==> src/hdl/bca_pkg.sv <==
`timescale 1ns / 1ps
package bca_pkg;

    localparam int CW = 18;          // coordinate width, 4 fraction bits
    localparam int QW = 15;          // Q1.15 normalised offset magnitude
    localparam int CFG_IW = 3;       // configuration index width
    localparam int POSW = 16;        // row and column packed
    localparam int WORDW = 4 * CW + POSW;

    localparam logic [1:0] OP_CLEAR    = 2'd0;
    localparam logic [1:0] OP_LOAD     = 2'd1;
    localparam logic [1:0] OP_CLASSIFY = 2'd2;
    localparam logic [1:0] OP_NOP      = 2'd3;

    localparam logic [CFG_IW-1:0] CFG_LEFT   = 3'd0;
    localparam logic [CFG_IW-1:0] CFG_TOP    = 3'd1;
    localparam logic [CFG_IW-1:0] CFG_RIGHT  = 3'd2;
    localparam logic [CFG_IW-1:0] CFG_BOTTOM = 3'd3;

    typedef logic signed [CW-1:0] t_coord;
    typedef logic signed [CW:0]   t_dcoord;

    // One decoded item as it travels from the front part to the back part.
    typedef struct packed {
        logic [1:0] op;
        t_coord     left;
        t_coord     top;
        t_coord     right;
        t_coord     bottom;
        logic [7:0] row;
        logic [7:0] column;
        logic       act;      // classify with text and a valid token box
        logic       in_tbl;   // token centre inside a valid table box
        t_dcoord    cx;       // doubled token centre
        t_dcoord    cy;
    } t_item;

    typedef struct packed {
        logic [5:0]  cell_index;
        logic        assigned;
        logic        ambiguous;
        logic        unassigned_in_table;
        logic [6:0]  candidate_count;
        logic        store_full;
        logic [31:0] assigned_total;
        logic [31:0] ambiguous_total;
        logic [31:0] unassigned_total;
    } t_res;

endpackage

==> src/hdl/bca_front.sv <==
`timescale 1ns / 1ps
module bca_front
    import bca_pkg::*;
(
    input  logic       i_clk,
    input  logic       i_rst_n,
    input  logic       i_valid,
    output logic       o_stall,
    input  logic [1:0] i_operation,
    input  t_coord     i_left,
    input  t_coord     i_top,
    input  t_coord     i_right,
    input  t_coord     i_bottom,
    input  logic [7:0] i_row,
    input  logic [7:0] i_column,
    input  logic       i_has_text,
    input  t_coord     i_tbl_left,
    input  t_coord     i_tbl_top,
    input  t_coord     i_tbl_right,
    input  t_coord     i_tbl_bottom,
    output logic       o_head_valid,
    output t_item      o_head,
    input  logic       i_pop
);

    t_item      dec;
    logic       push;
    logic       tbl_ok;
    logic       tk_ok;
    t_item      r_q [2];
    logic       r_wp;
    logic       r_rp;
    logic [1:0] r_cnt;

    // Decode the item and settle the table test here; the user must change
    // the table registers only while idle, which the block does not enforce.
    always_comb begin
        dec.op     = i_operation;
        dec.left   = i_left;
        dec.top    = i_top;
        dec.right  = i_right;
        dec.bottom = i_bottom;
        dec.row    = i_row;
        dec.column = i_column;
        dec.cx     = {i_left[CW-1], i_left} + {i_right[CW-1], i_right};
        dec.cy     = {i_top[CW-1], i_top} + {i_bottom[CW-1], i_bottom};
        tk_ok      = (i_right > i_left) && (i_bottom > i_top);
        tbl_ok     = (i_tbl_right > i_tbl_left) && (i_tbl_bottom > i_tbl_top);
        dec.act    = (i_operation == OP_CLASSIFY) && i_has_text && tk_ok;
        dec.in_tbl = tbl_ok
            && (dec.cx >= $signed({i_tbl_left, 1'b0}))
            && (dec.cx <= $signed({i_tbl_right, 1'b0}))
            && (dec.cy >= $signed({i_tbl_top, 1'b0}))
            && (dec.cy <= $signed({i_tbl_bottom, 1'b0}));
    end

    assign o_stall      = (r_cnt == 2'd2);
    assign push         = i_valid && !o_stall;
    assign o_head_valid = (r_cnt != 2'd0);
    assign o_head       = r_q[r_rp];

    always_ff @(posedge i_clk) begin
        if (!i_rst_n) begin
            r_wp <= 1'b0;
            r_rp <= 1'b0;
            r_cnt <= 2'd0;
        end else begin
            if (push) begin
                r_wp <= ~r_wp;
            end
            if (i_pop) begin
                r_rp <= ~r_rp;
            end
            r_cnt <= r_cnt + 2'(push) - 2'(i_pop);
        end
    end

    always_ff @(posedge i_clk) begin
        if (push) begin
            r_q[r_wp] <= dec;
        end
    end

endmodule

==> config.mk <==
export PLATFORM = sky130hd
export DESIGN_NAME = bca_front
export DESIGN_NICKNAME = d
export VERILOG_FILES = /design/src/hdl/bca_pkg.sv /design/src/hdl/bca_front.sv
export SDC_FILE = /design/constraint.sdc
export NUM_CORES = 1
export LEC_CHECK = 0
export CAP_MARGIN = 10
export CORE_MARGIN = 3
export CORE_UTILIZATION = 30
export DETAILED_ROUTE_END_ITERATION = 6
export DONT_BUFFER_PORTS = 1
export GPL_ROUTABILITY_DRIVEN = 0
export SLEW_MARGIN = 40
export SYNTH_ARGS = -nofsm -noshare
export SYNTH_HDL_FRONTEND = slang
export SYNTH_SLANG_ARGS = --single-unit
==> constraint.sdc <==
create_clock -name i_clk -period 10.58 [get_ports i_clk]
set_input_delay 2.116 -clock i_clk [delete_from_list [all_inputs] [get_ports i_clk]]
set_output_delay 2.116 -clock i_clk [all_outputs]
set_load 0.05 [all_outputs]
==> results.json, run 1 <==
{
  "antenna_found_initial": 0,
  "setup_tns_ns": 0,
  "antenna_cells": 0,
  "hpwl_um": 30200,
  "io_pins": 299,
  "r2r_cells": 5,
  "setup_slack_ns": 4.66,
  "dieHeight_um": 227,
  "crit_path_start_kind": "input pin",
  "pwr-share-seq": 0.399,
  "synth_top_area_frac": 0.531,
  "portBuffers": 0,
  "status": "completed",
  "reg2reg_to": "r_q[0][69]",
  "holdCritPathClass": "reg -> reg",
  "synth_warnings": 0,
  "worstSetupStartpoint": "i_top[0]",
  "hold_viol": 0,
  "multi_input_area_um2": 6180,
  "ys.flop_type": "edfxtp_1",
  "h-tree-depth": 1,
  "peakVddDrop_uv": 195,
  "synth_seq_cells": 265,
  "grt_overflow_total": 0,
  "internal-power_mw": 2.24,
  "syn_nets": 1480,
  "max_freq_mhz": 169,
  "finalWirelength_um": 38800,
  "synth_edf_count": 260,
  "cp.arrival_ns": 6.30,
  "grt_util_all_layers": 0.145,
  "rsz0062_at_grt": "false",
  "synth_cells": 1129,
  "min_period_over_period": 0.560,
  "cts_sinks": 265,
  "initial_utilization": 0.306,
  "async_reset_ff_frac": 0,
  "avgSynthCellArea_um2": 13.0,
  "p_leak_nw": 6.64,
  "cts_resized": 0,
  "final_cells": 1793,
  "place_inst": 1737,
  "regToRegStartpoint": "r_cnt[0]",
  "fin_worst_skew_ns": 0.0172,
  "combinationalPowerShare": 0.301,
  "cts_buffer_depth": 3,
  "drc_errors": 0,
  "register_area_um2": 7910,
  "clkTransAtPathRegs_ns": 0.06,
  "ys_top_cells_by_area": "edfxtp_1 (53%), ha_1 (15%), mux2_2 (10%)",
  "synth_cell_type_count": 59,
  "routedWlPerCell_um": 21.6,
  "first_global_vias": 9060,
  "slew_viol_final": 0,
  "netlist_area_um2": 14700,
  "reg2reg_slack_ns": 8.30,
  "cts_hold_buf": 0,
  "synthTopCellsByCount": "edfxtp_1 (260), ha_1 (182), inv_1 (151)",
  "end_kind": "flip-flop",
  "rows": 80,
  "synth.most_common_cell": "edfxtp_1",
  "layout.nets": 1505,
  "ant_nets": 0,
  "min_path_cells": 2,
  "cts-root-buf": "clkbuf_16",
  "core_um2": 48000,
  "slew_headroom": 0.469,
  "area_growth_pct": 12.3,
  "synth_top_cell_by_area": "edfxtp_1",
  "cts_setup_buffers": 0,
  "critPathMaxFanout": 4,
  "firstDrtPassIters": 4,
  "p_switching_mw": 1.24,
  "clkPwrFrac": 0.300,
  "dp_slack_ns": 4.10,
  "worstMarginPinSlew_ns": 0.796,
  "vias": 8795,
  "drtIter0Drc": 450,
  "cts_tree": "done",
  "max_cap_violations": 0,
  "routed_via_density": 4.91,
  "grt_max_degree": 70,
  "drive_above_1_share": 0.167,
  "die_area_um2": 51700,
  "num-fill-cells": 4718,
  "p_per_area_nw_per_um2": 211,
  "fp.dieW_um": 227,
  "final.min_clock_period_ns": 5.92,
  "clk_latency_ns": 0.58,
  "crit_end": "r_q[1][38]",
  "criticalPathCategory": "in -> reg",
  "cts_inserted_buffers": 30,
  "setup_viol": 0,
  "synth_seq_area_share": 0.538,
  "grt_first_pass_wirelength_um": 56100,
  "p_sw_frac": 0.357,
  "cp.required_ns": 10.96
}
[power by group through the flow]
stage                     sequential, mW  combinational (mW)  clock, mW
after floorplan                     1.43               0.854          0
after CTS                           1.39                1.06       1.08
after detailed placement            1.41                1.06          0
after global placement              1.41                1.05          0
final                               1.39                1.05       1.04
after global routing                1.41                1.13       1.12
[critical path, cell delays in order]
cell       delay (ns)
ha_1             0.22
fa_1             0.29
nand2b_4         0.07
a221oi_2         0.32
o221ai_2         0.20
a211oi_2         0.31
a31oi_1          0.17
a221oi_2         0.34
xnor2_1          0.25
ha_1             0.32
a21o_1           0.18
a2111oi_1        0.49
a221o_1          0.22
a31oi_1          0.05
or4_1            0.57
nor4_2           0.19
[registers in the layout, summed over array words and instances, names as in the netlist, named ones only]
signal and flops:
r_rp 1, r_cnt 2, r_wp 1, r_q 260
[logic make-up (layout without fill, tap and decap cells)]
group                    count (synthesis)  count (layout)  synth area share
XOR/XNOR                                34              34            0.0203
flip-flops                             265             265             0.538
AO/OA/AOI/OAI                          177             177            0.0793
AND/OR/NAND/NOR                        170             170            0.0614
adder cells (fa/ha/maj)                184             184             0.158
multiplexers                           132             132             0.101
buffers and inverters                  167             216            0.0426
[per-stage QoR]
stage / hold WS (ns) / util / instance area, µm² / power, mW
final: 0.574 / 0.344 / 16500 / 3.48
after global placement: 0.560 / 0.323 / 15500 / 2.45
after floorplan: 0.542 / - / 14700 / 2.28
after global routing: 0.592 / 0.344 / 16500 / 3.65
after CTS: 0.582 / 0.344 / 16500 / 3.54
after detailed placement: 0.573 / 0.323 / 15500 / 2.47
[routing by layer]
layer / track usage / vias up / wire [µm]
li1: - / 4217 / -
met1: 0.184 / 4303 / 16900
met2: 0.240 / 224 / 18100
met3: 0.0455 / 51 / 2880
met4: 0.0364 / 0 / 918
met5: 0 / - / 0
[cell usage in the layout, fill, tap and decap left out, types with 11 or more instances in the layout]
cell	synthesis	final
inv_1	151	151
edfxtp_1	260	260
mux2_2	131	131
a21o_1	42	42
clkbuf_16	0	30
nand4_1	22	22
xnor2_1	25	25
nor3_1	11	11
nand2_1	20	20
ha_1	182	182
a21oi_1	61	61
nor2_1	49	48
o21ai_0	24	24
[how the worst min path moves through the flow]
stage | from | to | slack (ns)
finish | r_rp | flip-flop | 0.57
floorplan | r_wp | r_wp | 0.54
CTS | r_rp | flip-flop | 0.58
detailed placement | r_rp | flip-flop | 0.57
global route | r_rp | flip-flop | 0.59
global placement | r_rp | flip-flop | 0.56
[layout make-up]
type | count | area share
repair buffers | 9 | 0.00477
clock buffers | 35 | 0.0466
inverters | 151 | 0.0343
clock inverters | 21 | 0.0142
flip-flops and latches | 265 | 0.479
multi-input cells | 697 | 0.374
well taps | 615 | 0.0466
(Power assumes the default switching activity.)
==> inputs of run 2 (changes only) <==
Clock period 10.58 ns to 6 ns, I/O delays scaled along.
==> run 2 against run 1 <==
  * Highest routed layer unchanged
  * Critical endpoint is now r_q[0][38]
  * Clock skew rose by 0.0030 ns
  * Worst setup slack worse by 3.7 ns
  * Non-clock buffer count rose by 4
  * Core utilization about the same
  * Sequential share of layout area hardly changed
  * Register-to-register slack got worse by 4.4 ns
  * First-iteration DRC count down 7.8%
  * Sequential power grew 77%
  * Largest cell class unchanged
  * Clock power up 68%
  * Critical path depth is the same
  * Cell count is 0.22% higher
  * Die area unchanged
==> results.json, run 2 (synthesis gave the netlist of run 1 again) <==
{
  "status": "completed",
  "core_um2": 48000,
  "grt_overflow_total": 0,
  "final_cell_mix": "edfxtp_1 (260), ha_1 (182), inv_1 (151)",
  "min_path_cells": 2,
  "cts_resized": 0,
  "rsz0062_at_grt": "false",
  "criticalPathCategory": "in -> reg",
  "r2r_cells": 6,
  "final_core_util": 0.344,
  "slew_headroom": 0.464,
  "fp.dieW_um": 227,
  "drive_above_1_share": 0.172,
  "final_cells": 1797,
  "reg2reg_to": "r_q[0][11]",
  "antenna_found_initial": 1,
  "cts_setup_buffers": 0,
  "cts_inserted_buffers": 30,
  "die_area_um2": 51700,
  "crit_path_start_kind": "input pin",
  "cts-root-buf": "clkbuf_16",
  "min_period_over_period": 0.841,
  "p_leak_nw": 6.63,
  "cts_buffer_depth": 3,
  "p_total_mw": 6.06,
  "initial_utilization": 0.306,
  "finalWirelength_um": 39000,
  "dieHeight_um": 227,
  "h-tree-depth": 1,
  "drc_errors": 0,
  "cp.arrival_ns": 5.43,
  "cts_hold_buf": 0,
  "first_global_vias": 8863,
  "whs_ns": 0.581,
  "routedWlPerCell_um": 21.7,
  "end_kind": "flip-flop",
  "top_regs": "r_q (260), r_cnt (2)",
  "hold_viol": 0,
  "layout.nets": 1509,
  "firstDrtPassIters": 4,
  "routed_via_density": 4.90,
  "post_dp_cell_area_um2": 15600,
  "holdCritPathClass": "reg -> reg",
  "critPathMaxFanout": 4,
  "largest_reg_flops": 260,
  "setup_viol": 0,
  "cp.required_ns": 6.38,
  "rows": 80,
  "vias": 8811,
  "final_area_um2": 16500,
  "cts_sinks": 265,
  "ant_nets": 0,
  "final_common_cell": "edfxtp_1",
  "worstMarginPinSlew_ns": 0.804,
  "reg2reg_slack_ns": 3.86,
  "peakVddDrop_uv": 203,
  "worstSetupStartpoint": "i_top[0]",
  "num-fill-cells": 4657,
  "max_cap_violations": 0,
  "hpwl_um": 30300,
  "drtIter0Drc": 415,
  "regToRegStartpoint": "r_cnt[0]",
  "setup_tns_ns": 0,
  "place_inst": 1741,
  "final.min_clock_period_ns": 5.04,
  "max_freq_mhz": 198,
  "cts_tree": "done",
  "setup_slack_ns": 0.955,
  "area_growth_pct": 12.3,
  "top_register": "r_q",
  "dp_slack_ns": 0.410,
  "p_per_area_nw_per_um2": 367,
  "fin_worst_skew_ns": 0.0202,
  "crit_end": "r_q[0][38]",
  "clkTransAtPathRegs_ns": 0.06,
  "clk_latency_ns": 0.58,
  "grt_util_all_layers": 0.144,
  "io_pins": 299,
  "grt_first_pass_wirelength_um": 55900,
  "portBuffers": 0,
  "grt_max_degree": 84,
  "slew_viol_final": 0
}
==> run 2: layer usage <==
metal  wire, µm  global-route usage
met5          0                   0
met4        789              0.0379
met3       3620              0.0491
met2      18200               0.237
met1      16400               0.181
==> run 2: area by class of cell <==
| class | instances | area, µm² | area share |
|---|---|---|---|
| Antenna cell | 1 | 2.50 | 0.000152 |
| Inverter | 151 | 567 | 0.0343 |
| Sequential cell | 265 | 7910 | 0.479 |
| Clock buffer | 34 | 766 | 0.0464 |
| Clock inverter | 21 | 175 | 0.0106 |
| Multi-Input combinational cell | 697 | 6180 | 0.374 |
| Tap cell | 615 | 769 | 0.0466 |
| Timing Repair Buffer | 13 | 135 | 0.00819 |
==> run 2: power by group <==
group	leakage [nW]	switching, mW	internal (mW)
Sequential	2.47	0.0681	2.39
Combinational	3.71	1.38	0.476
Clock	0.449	0.747	1.00
==> run 2: worst min path at each step <==
stage / from / to / slack, ns
finish: r_rp / r_rp / 0.58
global route: r_rp / flip-flop / 0.61
CTS: r_rp / flip-flop / 0.58
detailed placement: r_rp / flip-flop / 0.56
global placement: r_rp / flip-flop / 0.56
floorplan: r_rp / flip-flop / 0.55
==> run 2: critical path, stage by stage <==
cell       delay, ns
ha_1            0.21
fa_1            0.28
nand2b_4        0.07
a221oi_2        0.32
o221ai_2        0.20
a211oi_2        0.31
a31oi_1         0.18
a221oi_2        0.32
xnor2_1         0.25
ha_1            0.32
a21o_1          0.19
a2111oi_1       0.52
a221o_1         0.23
a31oi_1         0.05
or4_1           0.57
nor4_2          0.19
